## src/hdl/rrd_pkg.sv

```systemverilog
// Package: shared constants, types and register codes of the reverse ring delay.
`default_nettype none

package rrd_pkg;

  localparam int unsigned STORE_DEPTH = 16384;
  localparam int unsigned ADDR_W      = $clog2(STORE_DEPTH);
  localparam int unsigned LEN_W       = $clog2(STORE_DEPTH + 1);
  localparam int unsigned SAMPLE_W    = 16;
  localparam int unsigned CFG_ADDR_W  = 2;
  localparam int unsigned CFG_DATA_W  = 15;
  localparam int unsigned MIN_LEN     = 2;
  localparam int unsigned RESET_LEN   = (STORE_DEPTH < 16384) ? STORE_DEPTH : 16384;
  localparam int unsigned QUEUE_DEPTH = 3;
  localparam int unsigned QPTR_W      = $clog2(QUEUE_DEPTH);
  localparam int unsigned QCNT_W      = $clog2(QUEUE_DEPTH + 1);

  typedef enum logic [CFG_ADDR_W-1:0] {
    REG_DELAY_LENGTH = 2'd0,
    REG_REVERSE_MODE = 2'd1
  } cfg_reg_e;

  typedef logic [ADDR_W-1:0]          addr_t;
  typedef logic [LEN_W-1:0]           len_t;
  typedef logic signed [SAMPLE_W-1:0] sample_t;

  typedef struct packed {
    logic    we;
    addr_t   waddr;
    sample_t wdata;
    logic    re;
    addr_t   raddr;
  } mem_req_t;

  typedef struct packed {
    logic    valid;
    logic    bypass;
    sample_t data;
  } issue_t;

endpackage

`default_nettype wire

```

## src/hdl/rrd_in_if.sv

```systemverilog
// Interface: input sample channel.
`default_nettype none

interface rrd_in_if;
  import rrd_pkg::*;
  logic    valid;
  logic    ready;
  sample_t sample_in;
  modport source (output valid, output sample_in, input ready);
  modport sink   (input valid, input sample_in, output ready);
endinterface

`default_nettype wire

```

## src/hdl/rrd_cfg_if.sv

```systemverilog
// Interface: configuration register write channel.
`default_nettype none

interface rrd_cfg_if;
  import rrd_pkg::*;
  logic                  valid;
  logic                  ready;
  logic [CFG_ADDR_W-1:0] addr;
  logic [CFG_DATA_W-1:0] data;
  modport source (output valid, output addr, output data, input ready);
  modport sink   (input valid, input addr, input data, output ready);
endinterface

`default_nettype wire

```

## src/hdl/rrd_ptr_ctrl.sv

```systemverilog
// Pointer control: ring pointers, phase, config registers and store clearing sweep.
`default_nettype none

module rrd_ptr_ctrl (
  input  wire logic              clk_i,
  input  wire logic              rst_ni,
  rrd_in_if.sink                 in_i,
  rrd_cfg_if.sink                cfg_i,
  input  wire logic              room_i,
  output rrd_pkg::mem_req_t      mem_req_o,
  output rrd_pkg::issue_t        issue_o
);
  import rrd_pkg::*;

  addr_t wp_q, wp_d;
  addr_t rp_q, rp_d;
  logic  phase_q, phase_d;
  len_t  len_q, len_d;
  logic  rev_q, rev_d;
  logic  clr_busy_q, clr_busy_d;
  addr_t clr_addr_q, clr_addr_d;

  logic  in_fire, cfg_fire;
  len_t  wp_ext, rp_ext, wp_inc, rp_inc, rp_dec, len_m1;
  addr_t wp_step, rp_fwd, rp_bwd, rp_align;

  function automatic len_t clamp_len(input logic [CFG_DATA_W-1:0] v);
    logic [31:0] w;
    w = 32'(v);
    if (w < MIN_LEN) begin
      return len_t'(MIN_LEN);
    end
    if (w > STORE_DEPTH) begin
      return len_t'(STORE_DEPTH);
    end
    return len_t'(w);
  endfunction

  assign in_i.ready  = !clr_busy_q && room_i;
  assign cfg_i.ready = 1'b1;
  assign in_fire     = in_i.valid && in_i.ready;
  assign cfg_fire    = cfg_i.valid && cfg_i.ready;

  always_comb begin
    wp_ext   = len_t'(wp_q);
    rp_ext   = len_t'(rp_q);
    len_m1   = len_q - len_t'(1);
    wp_inc   = wp_ext + len_t'(1);
    rp_inc   = rp_ext + len_t'(1);
    rp_dec   = rp_ext - len_t'(1);
    wp_step  = (wp_inc >= len_q) ? '0 : addr_t'(wp_inc);
    rp_fwd   = (rp_inc >= len_q) ? '0 : addr_t'(rp_inc);
    rp_bwd   = (rp_q == '0 || rp_dec >= len_q) ? addr_t'(len_m1) : addr_t'(rp_dec);
    rp_align = (wp_q == '0) ? addr_t'(len_m1) : addr_t'(wp_ext - len_t'(1));
  end

  always_comb begin
    wp_d       = wp_q;
    rp_d       = rp_q;
    phase_d    = phase_q;
    len_d      = len_q;
    rev_d      = rev_q;
    clr_busy_d = clr_busy_q;
    clr_addr_d = clr_addr_q;
    if (clr_busy_q) begin
      clr_addr_d = clr_addr_q + addr_t'(1);
      if (clr_addr_q == addr_t'(STORE_DEPTH - 1)) begin
        clr_busy_d = 1'b0;
      end
    end
    if (cfg_fire) begin
      case (cfg_reg_e'(cfg_i.addr))
        REG_DELAY_LENGTH: len_d = clamp_len(cfg_i.data);
        REG_REVERSE_MODE: begin
          rev_d = cfg_i.data[0];
          rp_d  = rp_align;
        end
        default: ;
      endcase
    end
    if (in_fire) begin
      phase_d = !phase_q;
      if (phase_q) begin
        wp_d = wp_step;
        rp_d = rev_q ? rp_bwd : rp_fwd;
      end
    end
  end

  always_ff @(posedge clk_i or negedge rst_ni) begin
    if (!rst_ni) begin
      wp_q       <= '0;
      rp_q       <= '0;
      phase_q    <= 1'b0;
      len_q      <= len_t'(RESET_LEN);
      rev_q      <= 1'b0;
      clr_busy_q <= 1'b1;
      clr_addr_q <= '0;
    end else begin
      wp_q       <= wp_d;
      rp_q       <= rp_d;
      phase_q    <= phase_d;
      len_q      <= len_d;
      rev_q      <= rev_d;
      clr_busy_q <= clr_busy_d;
      clr_addr_q <= clr_addr_d;
    end
  end

  always_comb begin
    mem_req_o.we    = clr_busy_q || (in_fire && phase_q);
    mem_req_o.waddr = clr_busy_q ? clr_addr_q : wp_q;
    mem_req_o.wdata = clr_busy_q ? '0 : in_i.sample_in;
    mem_req_o.re    = in_fire;
    mem_req_o.raddr = rp_q;
    issue_o.valid   = in_fire;
    issue_o.bypass  = phase_q && (rp_q == wp_q);
    issue_o.data    = in_i.sample_in;
  end

endmodule

`default_nettype wire

```

## src/flat_wrapper.sv

```systemverilog
// flat-port wrapper written by rule: the top's interface ports become plain ports
module rrd_ptr_ctrl_flat import rrd_pkg::*;
  (clk_i, rst_ni, room_i, mem_req_o, issue_o, in_i_valid, in_i_sample_in, in_i_ready, cfg_i_valid, cfg_i_addr, cfg_i_data, cfg_i_ready);
  rrd_in_if in_i_i ();
  rrd_cfg_if cfg_i_i ();
  input  wire logic clk_i;
  input  wire logic rst_ni;
  input  wire logic room_i;
  output rrd_pkg::mem_req_t mem_req_o;
  output rrd_pkg::issue_t issue_o;
  input wire logic [$bits(in_i_i.valid)-1:0] in_i_valid;
  input wire logic [$bits(in_i_i.sample_in)-1:0] in_i_sample_in;
  output wire logic [$bits(in_i_i.ready)-1:0] in_i_ready;
  input wire logic [$bits(cfg_i_i.valid)-1:0] cfg_i_valid;
  input wire logic [$bits(cfg_i_i.addr)-1:0] cfg_i_addr;
  input wire logic [$bits(cfg_i_i.data)-1:0] cfg_i_data;
  output wire logic [$bits(cfg_i_i.ready)-1:0] cfg_i_ready;
  assign in_i_i.valid = in_i_valid;
  assign in_i_i.sample_in = in_i_sample_in;
  assign in_i_ready = in_i_i.ready;
  assign cfg_i_i.valid = cfg_i_valid;
  assign cfg_i_i.addr = cfg_i_addr;
  assign cfg_i_i.data = cfg_i_data;
  assign cfg_i_ready = cfg_i_i.ready;
  rrd_ptr_ctrl u_core (.clk_i(clk_i), .rst_ni(rst_ni), .in_i(in_i_i), .cfg_i(cfg_i_i), .room_i(room_i), .mem_req_o(mem_req_o), .issue_o(issue_o));
endmodule
```

## config.mk

```make
export PLATFORM = sky130hd
export DESIGN_NAME = rrd_ptr_ctrl_flat
export DESIGN_NICKNAME = d
export VERILOG_FILES = /design/src/hdl/rrd_pkg.sv /design/src/hdl/rrd_in_if.sv /design/src/hdl/rrd_cfg_if.sv /design/src/hdl/rrd_ptr_ctrl.sv /design/src/flat_wrapper.sv
export SDC_FILE = /design/constraint.sdc
export NUM_CORES = 1
export LEC_CHECK = 0
export BUFFER_PORTS_ARGS = -buffer_cell sky130_fd_sc_hd__buf_2
export CAP_MARGIN = 0
export CELL_PAD_IN_SITES_DETAIL_PLACEMENT = 1
export CELL_PAD_IN_SITES_GLOBAL_PLACEMENT = 2
export CORE_AREA = 2 2 129 131
export DETAILED_ROUTE_END_ITERATION = 8
export DIE_AREA = 0 0 131 133
export PLACE_DENSITY_LB_ADDON = 0.1
export SLEW_MARGIN = 20
export SYNTH_ARGS = -nofsm -noshare
export SYNTH_HDL_FRONTEND = slang
export SYNTH_SLANG_ARGS = --single-unit
```

## constraint.sdc

```tcl
create_clock -name clk_i -period 10.5 [get_ports clk_i]
set_clock_uncertainty 0.15 [all_clocks]
set_input_delay 1.05 -clock clk_i [delete_from_list [all_inputs] [get_ports clk_i]]
set_output_delay 1.05 -clock clk_i [all_outputs]
set_load 0.1 [all_outputs]
```

* Word-level counts from Yosys, hierarchy flattened
Cells that the tools add are included.
Operators by class: $add $sub $neg 6, $lt $le $gt $ge 5, equal/unequal tests 3, muxes and demuxes 24, reduce and logical (&&, ||, !) cells 14
Operators with widths (count):
- $mux W14 | 10
- $mux W15 | 4
- $ge A15 B15 Y1 | 3
- $add A14 B1 Y15 const B | 2
- $logic_not A14 Y1 | 2
- $sub A14 B1 Y14 const B | 2
- $mux W16 | 1
- $gt A15 B15 Y1 const B | 1
- $lt A15 B2 Y1 const B | 1
- $sub A14 B1 Y15 const B | 1
- $add A14 B1 Y14 const B | 1
- $eq A14 B14 Y1 | 1
- $eq A14 B14 Y1 const B | 1
- $mux W1 | 9
- $reduce_and A2 Y1 | 3
- $logic_and A1 B1 Y1 | 4
- $eq A2 B1 Y1 const B | 1
- $logic_not A1 Y1 | 2
- $logic_not A2 Y1 | 1
- $logic_or A1 B1 Y1 | 2
Storage, ports and cells: bits in registers 60, input bits 38, output and inout port bits 66

* Depth between registers and ports, before layout
depth after elaboration 9, depth in mapped cells 17

* Worst setup path before layout
OpenSTA, ideal clock, no wires.
kind reg-to-output, start reg u_core.rp_q[5], end out issue_o[16] (netlist bit), arrival time 4469 ps, path slack 4831 ps, stages on the path, launching flop included 5, cells stage by stage dfrtp_1 > buf_1 > xnor2_1 > nand4_1 > nor4_1
RTL lines:
- start, declared | line rrd_ptr_ctrl.sv:16 | addr_t rp_q, rp_d;
- start signal, assigned | line rrd_ptr_ctrl.sv:101 | rp_q <= rp_d;
- end, declared | line flat_wrapper.sv:10 | output rrd_pkg::issue_t issue_o;

* Final worst setup path
start reg u_core.rp_q[2], end reg u_core.rp_q[12]
On the way: longest elaborated chain between the ends 7, elaborated cells between the ends (all ways) 11, classes of those cells 2 x add/sub; 2 x order compare; 5 x mux; 2 x reduce/logical
RTL lines:
- $sub A14 B1 Y15 | line rrd_ptr_ctrl.sv:50 | rp_dec = rp_ext - len_t'(1);
- $ge A15 B15 Y1 | line rrd_ptr_ctrl.sv:53 | rp_bwd = (rp_q == '0 || rp_dec >= len_q) ? addr_t'(len_m1) : addr_t'(rp_dec);
- $logic_or A1 B1 Y1 | line rrd_ptr_ctrl.sv:53
- $mux W14 | line rrd_ptr_ctrl.sv:53
- $mux W14 (*) | line rrd_ptr_ctrl.sv:85 | rp_d = rev_q ? rp_bwd : rp_fwd;
- $mux W14 (*) | line rrd_ptr_ctrl.sv:83 | if (phase_q) begin
- $mux W14 (*) | line rrd_ptr_ctrl.sv:81 | if (in_fire) begin
- named net u_core.rp_d[12] | line rrd_ptr_ctrl.sv:16
The timed path passes the listed nets; every way through them passes the cells marked *. A chain may end at the register's enable or synchronous reset.

==> metrics.txt <==
placed insts around 930; post_cts resized 0; crit start category flip-flop; CTS Root Cell clkbuf_16; Worst Tran Pin Value 0.878 ns; Clock power frac about 16%; vias per inst about 5.6; WL final 19800 um; Mapped Area around 5800 um^2; Critical Path RT approximately 11 ns; hold-critical path endpoint u_core.len_q[14]; initial antenna violation count 0; status finished clean; hpwl dp roughly 15000 um; max_cap viols 0; GP Congestion ~0.9; worst skew pair latency approximately 0.34 ns; Worst path most repeated cell nor4_1; vias in the first global route ~5500; Die W between 100 and 150 um; internal power between 800 and 900 uW; Final Hold Viols 0; 1st-pass router iterations 5; Pwr Density around 280 nW/um^2; Port Buffer Count 102; # H-tree levels 3; period utilisation layout around two fifths; Critical path buffers and inverters 0; num rows 47; CTS Buf Count 9; Die Y about 130 um; Gate power share roughly three fifths; FF-to-FF End u_core.rp_q[12]; Inserted Diodes 0; buffers inserted during post-CTS setup optimization 0; R2R cell count 11; Clock Pin Slew Worst Setup and Hold Paths roughly 0.06 ns; hold depth 2; global-route wire length before repair 31300 um; via count 5302; critical path's top delay family simple AND/OR/NAND/NOR gates; Post-Syn Nets approximately 760; TritonCTS Sinks 60; PnR Total Power about 1800 uW; Layout Nets 810; Crit. End Element flip-flop; #FFs+latches synth 60; fraction of registers with async set/reset between 90% and 100%; Avg Synthesized Cell Area between 8 and 9 um^2; net load switching power approximately 1000 uW; total core area 16200 um^2; HP Class reg -> reg; Reg power frac around 23%; DRT iter0 DRCs ~230; Synth warnings 0; Tmin final between 4 and 5 ns; sequential area share after synthesis approximately 26%; r2r setup slk around 6.2 ns; CP arrival around 4.4 ns; largest net degree at the start of global routing approximately 60; post-route ant nets 0; Yosys cell types 72; worst hold start u_core.len_q[14]; RSZ-0062 raised after global routing false; # DRC 0; total gr overflow 0; final slew viol count 0; crit path max fanout 18; crit path from u_core.rp_q[2]; initial core utilization between 30 and 40%; share of cells above drive strength 1 between 20 and 25%; peak supply drop roughly 0.15 mV; Slew headroom around 41%; Cell Count, Final, Fillers Out 947; Final setup viols 0; Post-synth EDFFs 0; Reg2Reg Launch Point u_core.rp_q[2]; fmax roughly 230 MHz; Final TNS setup 0 ns; cts hold-fix bufs 0; Die Area around 17000 um^2; synthesis-to-finish area growth 12.4%; Sw Ratio a little under three fifths; Pleak about 0.0030 uW; CTS tree done; crit-path max cell delay 0.69 ns; CP Cell Sequence nor4_1 -> nand2_1 -> nor4_1 -> xor2_1 -> ha_1 -> nand4_1 -> nor2_1 -> a21oi_1 -> o211a_1 -> mux2i_1 -> a2111o_1; Syn Inst Count 674; Clock Path Buffers 2; IO Count approximately 100; post-DR wirelength/cell ~21 um; total track usage 23.3%; Crit-path slowest cell o211a_1; Top FF cell, synth dfrtp_1; Setup CP Type reg -> reg
==> synthesized netlist by cell type, types with 7 or more instances <==
master | n | area, um^2
xor2_1 | 21 | 184
ha_1 | 50 | 626
nand4_1 | 19 | 119
buf_4 | 20 | 150
mux2_2 | 14 | 158
a21oi_1 | 43 | 215
buf_2 | 7 | 35.0
o211ai_1 | 7 | 52.6
nand3_1 | 25 | 125
clkbuf_1 | 30 | 113
nand2_1 | 53 | 199
a22o_1 | 20 | 175
nor4_1 | 9 | 56.3
inv_1 | 29 | 109
and3_1 | 13 | 81.3
nor2_1 | 27 | 101
nor3_1 | 16 | 80.1
a31oi_1 | 9 | 56.3
dfrtp_1 | 58 | 1450
nor2b_1 | 20 | 125
o21ai_0 | 23 | 115
mux2i_1 | 10 | 100
xnor2_1 | 59 | 517
==> power by group through the flow <==
| stage | logic (uW) | registers, uW | clock network [uW] |
|---|---|---|---|
| global placement | 1080 | 420 | 0 |
| floorplan | 794 | 494 | 0 |
| detailed placement | 1110 | 424 | 0 |
| CTS | 1110 | 420 | 299 |
| global route | 1210 | 431 | 311 |
| finish | 1110 | 420 | 293 |
==> layout by cell type, fill, tap and decap left out, types with 3 or more instances in the layout <==
cell,count
inv_1,29
o211a_1,3
nor2b_1,20
dfrtp_1,58
a211oi_1,6
clkinv_2,3
xor2_1,21
mux2i_1,10
a31oi_1,9
nand2b_1,6
a32oi_1,3
ha_1,50
nand3_1,25
nor2_1,27
nand2_1,53
o221ai_1,3
o21ai_0,23
clkbuf_16,9
a21oi_1,43
o211ai_1,7
nor3_1,16
nor4_1,9
nand4_1,19
a21o_1,6
mux2_2,14
buf_2,102
xnor2_1,59
and3_1,13
a22o_1,20
nand3b_1,5
o31ai_1,3
==> per-stage QoR <==
| stage | utilization [%] | hold slack (ns) | worst slack, ns | cell area [um^2] |
|---|---|---|---|---|
| 6_report | 40.3 | 0.339 | 6.22 | 6510 |
| 5_1_grt | 40.3 | 0.361 | 5.92 | 6510 |
| 4_1_cts | 40.3 | 0.349 | 6.26 | 6510 |
| 3_5_place_dp | 38.5 | 0.337 | 6.28 | 6230 |
| 3_3_place_gp | 38.5 | 0.305 | 6.41 | 6230 |
| 2_1_floorplan | - | 0.280 | 4.83 | 5800 |
==> tightest hold or removal path, cell delays in order (launching register included) <==
cell,delay (ns)
dfstp_2,0.37
nand2_1,0.04
o21ai_0,0.07
==> area by class of cell <==
class | count | area, um^2
fillers | 1934 | 9660
multi-input cells | 518 | 3810
flip-flops and latches | 60 | 1500
repair buffers | 104 | 526
well taps | 220 | 275
clock buffers | 11 | 233
inverters | 29 | 109
clock inverters | 5 | 52.6
==> cell families (layout without fill, tap and decap cells) <==
group / Yosys count / count (layout) / synth area share [%]
XOR/XNOR: 80 / 80 / 12.1
AND/OR/NAND/NOR: 214 / 214 / 20.7
other: 1 / 1 / 0.0647
buffers and inverters: 96 / 149 / 8.25
flip-flops: 60 / 60 / 25.9
multiplexers: 24 / 24 / 4.45
AO/OA/AOI/OAI: 149 / 149 / 17.7
adder cells (fa/ha/maj): 50 / 50 / 10.8
==> metal layers <==
metal | vias up | global-route usage (%) | share of wire [%]
li1 | 2506 | - | -
met1 | 2672 | 31.6 | 46
met2 | 110 | 39.6 | 50
met3 | 14 | 3.11 | 3.3
met4 | 0 | 4.79 | 1.1
met5 | - | 0 | 0
==> state kept, by name (all words and copies together), names as in the netlist <==
name	cells
u_core.clr_addr_q	14
u_core.rev_q	1
u_core.clr_busy_q	1
u_core.rp_q	14
u_core.len_q	15
u_core.wp_q	14
u_core.phase_q	1
==> worst max-delay path by stage <==
stage / end / slack, ns / depth (start not counted)
final: u_core.rp_q[12] / 6.22 / 11
after global placement: u_core.rp_q[12] / 6.41 / 11
after global routing: u_core.rp_q[12] / 5.92 / 11
after floorplan: issue_o[16] / 4.83 / 4
after detailed placement: u_core.rp_q[12] / 6.28 / 11
after CTS: u_core.rp_q[12] / 6.26 / 11
No activity file was read; power rests on OpenSTA's default activity.
