$ cat config.mk
export PLATFORM = sky130hd
export DESIGN_NAME = rrd_out_queue_flat
export DESIGN_NICKNAME = d
export VERILOG_FILES = /design/src/hdl/rrd_pkg.sv /design/src/hdl/rrd_out_if.sv /design/src/hdl/rrd_out_queue.sv /design/src/flat_wrapper.sv
export SDC_FILE = /design/constraint.sdc
export NUM_CORES = 1
export LEC_CHECK = 0
export BUFFER_PORTS_ARGS = -buffer_cell sky130_fd_sc_hd__buf_2
export CORE_MARGIN = 5
export CORE_UTILIZATION = 45
export CTS_CLUSTER_DIAMETER = 150
export CTS_CLUSTER_SIZE = 20
export DETAILED_ROUTE_END_ITERATION = 10
export PLACE_DENSITY = 0.67
export SLEW_MARGIN = 20
export SYNTH_ARGS = -nofsm -noshare
export SYNTH_HDL_FRONTEND = slang
export SYNTH_SLANG_ARGS = --single-unit
$ cat constraint.sdc
create_clock -name clk_i -period 2.5 [get_ports clk_i]
set_input_delay 0.25 -clock clk_i [delete_from_list [all_inputs] [get_ports clk_i]]
set_output_delay 0.25 -clock clk_i [all_outputs]
set_load 0.005 [all_outputs]
$ cat src/hdl/rrd_pkg.sv
// Package: shared constants, types and register codes of the reverse ring delay.
`default_nettype none

package rrd_pkg;

  localparam int unsigned STORE_DEPTH = 16384;
  localparam int unsigned ADDR_W      = $clog2(STORE_DEPTH);
  localparam int unsigned LEN_W       = $clog2(STORE_DEPTH + 1);
  localparam int unsigned SAMPLE_W    = 16;
  localparam int unsigned CFG_ADDR_W  = 2;
  localparam int unsigned CFG_DATA_W  = 15;
  localparam int unsigned MIN_LEN     = 2;
  localparam int unsigned RESET_LEN   = (STORE_DEPTH < 16384) ? STORE_DEPTH : 16384;
  localparam int unsigned QUEUE_DEPTH = 3;
  localparam int unsigned QPTR_W      = $clog2(QUEUE_DEPTH);
  localparam int unsigned QCNT_W      = $clog2(QUEUE_DEPTH + 1);

  typedef enum logic [CFG_ADDR_W-1:0] {
    REG_DELAY_LENGTH = 2'd0,
    REG_REVERSE_MODE = 2'd1
  } cfg_reg_e;

  typedef logic [ADDR_W-1:0]          addr_t;
  typedef logic [LEN_W-1:0]           len_t;
  typedef logic signed [SAMPLE_W-1:0] sample_t;

  typedef struct packed {
    logic    we;
    addr_t   waddr;
    sample_t wdata;
    logic    re;
    addr_t   raddr;
  } mem_req_t;

  typedef struct packed {
    logic    valid;
    logic    bypass;
    sample_t data;
  } issue_t;

endpackage

`default_nettype wire

$ cat src/hdl/rrd_out_if.sv
// Interface: output sample channel.
`default_nettype none

interface rrd_out_if;
  import rrd_pkg::*;
  logic    valid;
  logic    ready;
  sample_t sample_out;
  modport source (output valid, output sample_out, input ready);
  modport sink   (input valid, input sample_out, output ready);
endinterface

`default_nettype wire

$ cat src/hdl/rrd_out_queue.sv
// Output side: read return stage, write-through bypass and a small result queue.
`default_nettype none

module rrd_out_queue (
  input  wire logic              clk_i,
  input  wire logic              rst_ni,
  input  rrd_pkg::issue_t        issue_i,
  input  rrd_pkg::sample_t       rdata_i,
  output logic                   room_o,
  rrd_out_if.source              out_o
);
  import rrd_pkg::*;

  logic                v1_q;
  logic                byp1_q;
  sample_t             bd1_q;
  sample_t             q_data_q [0:QUEUE_DEPTH-1];
  logic [QPTR_W-1:0]   head_q, head_d, tail_q, tail_d;
  logic [QCNT_W-1:0]   cnt_q, cnt_d;
  logic                push, pop;
  sample_t             push_data;

  function automatic logic [QPTR_W-1:0] next_ptr(input logic [QPTR_W-1:0] p);
    return (p == QPTR_W'(QUEUE_DEPTH - 1)) ? '0 : p + QPTR_W'(1);
  endfunction

  assign push      = v1_q;
  assign pop       = out_o.valid && out_o.ready;
  assign push_data = byp1_q ? bd1_q : rdata_i;

  assign out_o.valid      = (cnt_q != '0);
  assign out_o.sample_out = q_data_q[head_q];
  assign room_o           = (32'(cnt_q) + 32'(v1_q)) < QUEUE_DEPTH;

  always_comb begin
    head_d = pop  ? next_ptr(head_q) : head_q;
    tail_d = push ? next_ptr(tail_q) : tail_q;
    cnt_d  = QCNT_W'(32'(cnt_q) + 32'(push) - 32'(pop));
  end

  always_ff @(posedge clk_i or negedge rst_ni) begin
    if (!rst_ni) begin
      v1_q   <= 1'b0;
      head_q <= '0;
      tail_q <= '0;
      cnt_q  <= '0;
    end else begin
      v1_q   <= issue_i.valid;
      head_q <= head_d;
      tail_q <= tail_d;
      cnt_q  <= cnt_d;
    end
  end

  always_ff @(posedge clk_i) begin
    if (issue_i.valid) begin
      byp1_q <= issue_i.bypass;
      bd1_q  <= issue_i.data;
    end
    if (push) begin
      q_data_q[tail_q] <= push_data;
    end
  end

endmodule

`default_nettype wire

$ cat src/flat_wrapper.sv
// flat-port wrapper written by rule: the top's interface ports become plain ports
module rrd_out_queue_flat import rrd_pkg::*;
  (clk_i, rst_ni, issue_i, rdata_i, room_o, out_o_valid, out_o_sample_out, out_o_ready);
  rrd_out_if out_o_i ();
  input  wire logic clk_i;
  input  wire logic rst_ni;
  input  rrd_pkg::issue_t issue_i;
  input  rrd_pkg::sample_t rdata_i;
  output logic room_o;
  output wire logic [$bits(out_o_i.valid)-1:0] out_o_valid;
  output wire logic [$bits(out_o_i.sample_out)-1:0] out_o_sample_out;
  input wire logic [$bits(out_o_i.ready)-1:0] out_o_ready;
  assign out_o_valid = out_o_i.valid;
  assign out_o_sample_out = out_o_i.sample_out;
  assign out_o_i.ready = out_o_ready;
  rrd_out_queue u_core (.clk_i(clk_i), .rst_ni(rst_ni), .issue_i(issue_i), .rdata_i(rdata_i), .room_o(room_o), .out_o(out_o_i));
endmodule
; Word level (Yosys, flattened, before mapping)
; Memory sizes are Yosys's and may differ from the RTL's.
; Cells that the tools add are included.
; W data, S select, Z words.
[totals]
inputBits = 37
register_bits = 24
out_inout_bits = 18
word_cells = 21
mem_count = 1
ram_bits = 48
[classes]
eq_ne = 2
n_mux = 5
reduce_logical = 2
addsub = 4
magnitude_cmp = 1
[mem_list]
columns = name, depth, width, read_ports, rd_clocked_by_memory_dff, wr, line
row1 = u_core.q_data_q, 3, 16, 1, 0, 1, rrd_out_queue.sv:17  ; sample_t q_data_q [0:QUEUE_DEPTH-1];
[op_table]
columns = op, n
row1 = $mux W16, 1
row2 = $add A2 B1 Y2 const B, 2
row3 = $eq A2 B2 Y1 const B, 2
row4 = $mux W2, 2
row5 = $add A2 B1 Y3, 1
row6 = $lt A3 B2 Y1 const B, 1
row7 = $mux W1, 2
row8 = $reduce_bool A2 Y1, 1
row9 = $sub A2 B1 Y2, 1
row10 = $logic_and A1 B1 Y1, 1

; Longest topological paths before layout
; Gate-level depths: netlist of run 1.
[logic_depth]
word_depth = 3
ltp_mapped = 4
ltp_nobuf = 4

; Worst setup path after synthesis of run 1
; No wires, ideal clock.
[synth_path]
path_type = register to register
from = register u_core.tail_q[1]
to = memory u_core.q_data_q[0][0] (netlist name), enable pin
stages_incl_launch_ff = 2
required_time_ps = 2085
setup_time_ps = 415
arrival_time_ps = 1718
path_buffers = 0
period_less_slack_ps = 2134
setup_slack_ps = 366
cell_sequence = dfrtp_1 > nor3b_1
[synth_rtl]
columns = item, line
row1 = start: declaration, rrd_out_queue.sv:18  ; logic [QPTR_W-1:0] head_q, head_d, tail_q, tail_d;
row2 = start signal: assignment, rrd_out_queue.sv:50  ; tail_q <= tail_d;
row3 = end: declaration, rrd_out_queue.sv:17
; Straight into the memory's write port.

; Worst setup path in the final report of run 1
[layout_path]
from = register u_core.head_q[0]
to = output out_o_sample_out[15]
[layout_between]
elab_chain_cells = 1
[layout_rtl]
columns = item, line
row1 = start: declaration, rrd_out_queue.sv:18
row2 = start signal: assignment, rrd_out_queue.sv:44  ; head_q <= '0;
row3 = start signal: assignment, rrd_out_queue.sv:49  ; head_q <= head_d;
row4 = $mem_v2 Z3 W16, -
row5 = end: declaration, flat_wrapper.sv:11  ; output wire logic [$bits(out_o_i.sample_out)-1:0] out_o_sample_out;
; No other way between the ends.

==> results of run 1 <==
-- cell families (layout without fill, tap and decap cells) --
group / after synthesis / count (layout) / synth area share
AOI/OAI and AO/OA: 19 / 19 / 0.0339
adders and majority gates: 3 / 3 / 0.0130
and+or+nand+nor: 23 / 23 / 0.0352
xor gates and xnor gates: 1 / 1 / 0.00304
buffers and inverters: 12 / 81 / 0.0330
DFF: 72 / 72 / 0.739
muxes: 35 / 35 / 0.143
-- worst min path at each step --
stage                           endpoint        from
2_1_floorplan  u_core.cnt_q[0]$_DFF_PN0_      rst_ni
3_3_place_gp   u_core.cnt_q[1]$_DFF_PN0_      rst_ni
3_5_place_dp   u_core.cnt_q[1]$_DFF_PN0_      rst_ni
4_1_cts        u_core.bd1_q[0]$_DFFE_PP_  issue_i[0]
5_1_grt        u_core.bd1_q[2]$_DFFE_PP_  issue_i[2]
6_report       u_core.bd1_q[0]$_DFFE_PP_  issue_i[0]
-- report_power, final --
part,switching (mW),internal (mW)
registers,0.130,1.52
logic,0.387,0.391
clock network,0.402,0.557
total,0.919,2.46
-- registers in the layout, indices dropped and copies added (netlist names) --
register and count:
u_core.tail_q 2, u_core.bd1_q 16, u_core.byp1_q 1, u_core.q_data_q 48, u_core.push 1, u_core.cnt_q 2, u_core.head_q 2
-- cell type report --
cell class,instances,area (um^2)
Multi-Input combinational cell,81,668
Tap cell,77,96.3
Sequential cell,72,2130
Inverter,4,15.0
Clock buffer,10,128
Clock inverter,6,83.8
Timing Repair Buffer,61,325
Fill cell,514,2830
-- cells in the final DEF (no fill, tap or decap), drive strengths merged --
cell,n
inv,4
clkinvlp,2
or2,1
o21ai,17
clkbuf,10
ha,3
mux2i,17
nor2,2
edfxtp,65
buf,60
bufinv,2
a21o,1
nor3b,2
a21oi,1
dlygate4sd3,1
dfrtp,7
nor2b,1
clkinv,2
xor2,1
mux2,18
nand2,17
-- Yosys cell counts, drive strengths merged (2+ instances only) --
cell type,instances
buf,8
dfrtp,7
edfxtp,65
ha,3
inv,4
mux2,18
mux2i,17
nand2,17
nor2,2
nor3b,2
o21ai,17
-- metal layers --
metal	global-route usage	vias up	share of wire
met5	0	-	0
met4	0.0856	0	0.017
met3	0.0409	6	0.063
met2	0.186	39	0.49
met1	0.149	682	0.43
li1	-	742	-
-- per-stage QoR --
step,std cells,util,hold slack [ns]
after global routing,311,0.549,0.0539
after detailed placement,294,0.513,0.0962
final,311,0.549,0.0819
after global placement,294,0.513,0.0918
after floorplan,165,-,-0.0456
after CTS,311,0.549,0.0608
-- worst max-delay path, delay by kind of cell, from the launching register on --
family,cells,cell delay (ns)
AO/OA/AOI/OAI,1,0.10
buffers and inverters,1,0.15
flip-flops,1,0.98
multiplexers,1,0.26
==> impl_metrics.tcl, run 1 <==
set metrics [dict create \
    firstDrtPassIters 4 \
    initial_core_util 0.458 \
    drc 0 \
    track_usage 0.123 \
    path_cells "mux2i_1 > o21ai_1 > buf_2" \
    critPathLaunch "u_core.head_q[0]$_DFFE_PN0P_" \
    port_buffers 54 \
    peakVddDrop_uv 554 \
    synth_edf_count 65 \
    dieArea_um2 8090 \
    reg2reg_to "u_core.q_data_q[2][5]$_DFFE_PP_" \
    regToRegStartpoint "u_core.byp1_q$_DFFE_PP_" \
    grt_overflow 0 \
    vias_per_cell 4.72 \
    r2r_slack_ns 1.04 \
    post-route-cell-area_um2 3440 \
    crit_arrival_ns 1.82 \
    synthTopCellsByArea "edfxtp_1, dfrtp_1, mux2i_1" \
    finalWorstSetupSlack_ns 0.426 \
    holdPathStages 1 \
    reg2reg_depth 2 \
    worstSetupPathType "reg -> out" \
    drt-initial-drc-count 47 \
    crit_end "out_o_sample_out[15]" \
    coreArea_um2 6280 \
    p_total_mw 3.38 \
    syn_area_per_cell_um2 17.4 \
    grt_max_degree 36 \
    crit_path_max_incr_delay_ns 0.98 \
    post_cts_buffers 0 \
    die_h_um 90.0 \
    maxSlewViolCount 0 \
    cts_tree "built" \
    hpwlAfterDp_mm 3.04 \
    dp_slack_ns 0.746 \
    fin_nets 269 \
    dpl-instance-area_um2 3220 \
    syn_to_final_growth_pct 19.7 \
    finalHoldViolCount 0 \
    fin_crit_sh 0.830 \
    drive_gt1_frac 0.385 \
    maxCapViolCount 0 \
    rsz0062_at_grt "false" \
    htreeDepth 3 \
    grt_pass1_wl_mm 7.60 \
    setup_tns_ns 0 \
    grt_pass1_vias 1557 \
    clk_path_buf_depth 2 \
    gp_congestion 0.704 \
    hp-class "in -> reg" \
    syn_nets 205 \
    synth.ff_latch_count 72 \
    drt-wirelength-per-cell_um 14.8 \
    fmax_mhz 482 \
    worstMarginPinSlew_ns 0.967 \
    critPathLaunchType "register" \
    cts_resized 0 \
    outcome "finished, final reports clean" \
    period_minus_slack_ns 2.07 \
    die_w_um 90.0 \
    ctsHoldBuffers 1 \
    cp-end-kind "primary output" \
    path_max_fanout 19 \
    clk_pin_slew_worst_paths_ns 0.08 \
    async_reset_ff_frac 0.0972 \
    syn_inst 165 \
    cts_sinks 72 \
    grt_antenna_before_repair 0 \
    synth_top_cell_area_share 0.678 \
    ys_seq_area_frac 0.739 \
    cpMaxStageDelayCell "dfrtp_1" \
    p_leak_nw 1.37 \
    clock_skew_ns 0.0126 \
    synth_cell_types 21 \
    slew_headroom 0.355 \
    numCtsBuffers 9 \
    netlist_area_um2 2880 \
    setup_violations 0 \
    diodes 0 \
    ant_nets 0 \
    yosys.area.top_type "edfxtp_1" \
    insertion_delay_ns 0.34 \
    vias 1469 \
    io_pins 55 \
    required_ns 2.25 \
    synthFlopType "edfxtp_1" \
    ys_warn_count 0 \
    p_per_area_nw_per_um2 983 \
    cts-root-buf "clkbuf_8" \
    finalWirelength_mm 4.59 \
    rows 29 \
]
Note: power is estimated with default switching activity, not from simulation.
==> inputs of run 2 (changes only) <==
Clock period 2.5 ns to 1.94 ns, I/O delays scaled along.
==> impl_metrics.tcl, run 2 (synthesized netlist as in run 1, its figures left out) <==
set metrics [dict create \
    coreArea_um2 6280 \
    initial_core_util 0.458 \
    critPathTopFamily "adder cells" \
    fmax_mhz 583 \
    fin_crit_sh 0.884 \
    cts_resized 0 \
    drive_gt1_frac 0.377 \
    port_buffers 54 \
    worstMarginPinSlew_ns 0.421 \
    p_per_area_nw_per_um2 1340 \
    crit_path_max_incr_delay_ns 0.42 \
    rsz0062_at_grt "false" \
    finalWirelength_mm 4.67 \
    setup_tns_ns 0 \
    die_w_um 90.0 \
    maxCapViolCount 0 \
    diodes 0 \
    die_h_um 90.0 \
    firstDrtPassIters 4 \
    outcome "finished, final reports clean" \
    cts_tree "built" \
    clk_pin_slew_worst_paths_ns 0.07 \
    regMostFlops "u_core.q_data_q" \
    syn_to_final_growth_pct 24.1 \
    grt_overflow 0 \
    dieArea_um2 8090 \
    track_usage 0.124 \
    htreeDepth 3 \
    period_minus_slack_ns 1.72 \
    cts_sinks 72 \
    grt_pass1_vias 1562 \
    required_ns 1.75 \
    path_cells "ha_1 > ha_1 > a21oi_1 > buf_2" \
    setup_violations 0 \
    finalHoldViolCount 0 \
    hp-class "in -> reg" \
    final_common_cell "edfxtp_1" \
    cpMaxStageDelayCell "dfrtp_1" \
    clock_skew_ns 0.00584 \
    insertion_delay_ns 0.34 \
    vias_per_cell 4.70 \
    cp_num_buf_inv 1 \
    dp_cells 295 \
    io_pins 55 \
    p_total_mw 4.79 \
    cp-end-kind "primary output" \
    largest_register_ffs 48 \
    ant_nets 0 \
    fillCellCount 519 \
    grt_pass1_wl_mm 7.60 \
    clk_path_buf_depth 2 \
    grt_antenna_before_repair 0 \
    path_max_fanout 5 \
    p_leak_nw 1.44 \
    slew_headroom 0.719 \
    drt-wirelength-per-cell_um 14.8 \
    grt_max_degree 26 \
    peakVddDrop_uv 836 \
    drt-initial-drc-count 67 \
    final_cell_mix "edfxtp_1, buf_2, mux2i_1, nand2_1, o21ai_1" \
    largestRegisters "u_core.q_data_q (48), u_core.bd1_q (16)" \
    critPathLaunchType "register" \
    gp_congestion 0.696 \
    maxSlewViolCount 0 \
    worstSetupPathType "reg -> out" \
    crit_arrival_ns 1.52 \
    fin_nets 274 \
    numCtsBuffers 9 \
    hpwlAfterDp_mm 3.04 \
    drc 0 \
    vias 1485 \
    rows 29 \
    crit_top_cell "ha_1" \
    cts-root-buf "clkbuf_8" \
    final_cells 316 \
]
[run 2: cell count changes in the layout (fill, tap and decap cells not counted), sizes merged]
cell | before | now
bufinv | 2 | 5
clkinvlp | 2 | 0
clkbuf | 10 | 9
dlygate4sd3 | 1 | 5
buf | 60 | 61
[run 2: worst paths after layout]
kind                       slack [ns]                         endpoint  depth (start not counted)                    startpoint
max in group asynchronous        1.56     u_core.head_q[1]$_DFFE_PN0P_                          2                        rst_ni
setup reg to reg                 0.66  u_core.q_data_q[2][6]$_DFFE_PP_                          2       u_core.byp1_q$_DFFE_PP_
min in group asynchronous        0.22        u_core.cnt_q[1]$_DFF_PN0_                          2                        rst_ni
hold / removal                   0.03       u_core.bd1_q[10]$_DFFE_PP_                          1                   issue_i[10]
hold reg to reg                  0.54     u_core.tail_q[1]$_DFFE_PN0P_                          1  u_core.tail_q[1]$_DFFE_PN0P_
setup / recovery                 0.22                           room_o                          4         u_core.push$_DFF_PN0_
[run 2: cell type report]
cell class,instances,area (um^2),share of cell area
flip-flops and latches,72,2130,0.596
multi-input cells,81,666,0.186
repair buffers,66,385,0.108
clock inverters,7,158,0.0441
clock buffers,9,124,0.0347
well taps,77,96.3,0.0270
inverters,4,15.0,0.00420
[run 2: report_power, final]
| group | switching [mW] | leakage (nW) | internal, mW | total, mW |
|---|---|---|---|---|
| combinational | 0.573 | 0.603 | 0.535 | 1.11 |
| clock | 0.518 | 0.139 | 1.11 | 1.62 |
| sequential | 0.103 | 0.694 | 1.96 | 2.06 |
| total | 1.19 | 1.44 | 3.60 | 4.79 |
[run 2: timing repair]
action | 4_1_cts | 5_1_grt
setup endpoints to repair | 0 | 0
setup buffers | 0 | 0
hold buffers | 1 | 4
hold endpoints to repair | 7 | 4
[run 2: stage by stage]
stage	area (um^2)	hold WS, ns	setup WS, ns	utilization
after floorplan	2890	-0.102	0.385	-
after global placement	3240	0.0364	0.599	0.516
after detailed placement	3240	0.0348	0.579	0.516
after CTS	3530	0.00476	0.187	0.562
after global routing	3570	0.000556	0.117	0.569
final	3570	0.0304	0.224	0.569
[run 2: routing by layer]
layer,track usage,wire (um)
met1,0.147,1950
met2,0.193,2350
met3,0.0459,261
met4,0.0695,111
met5,0,0
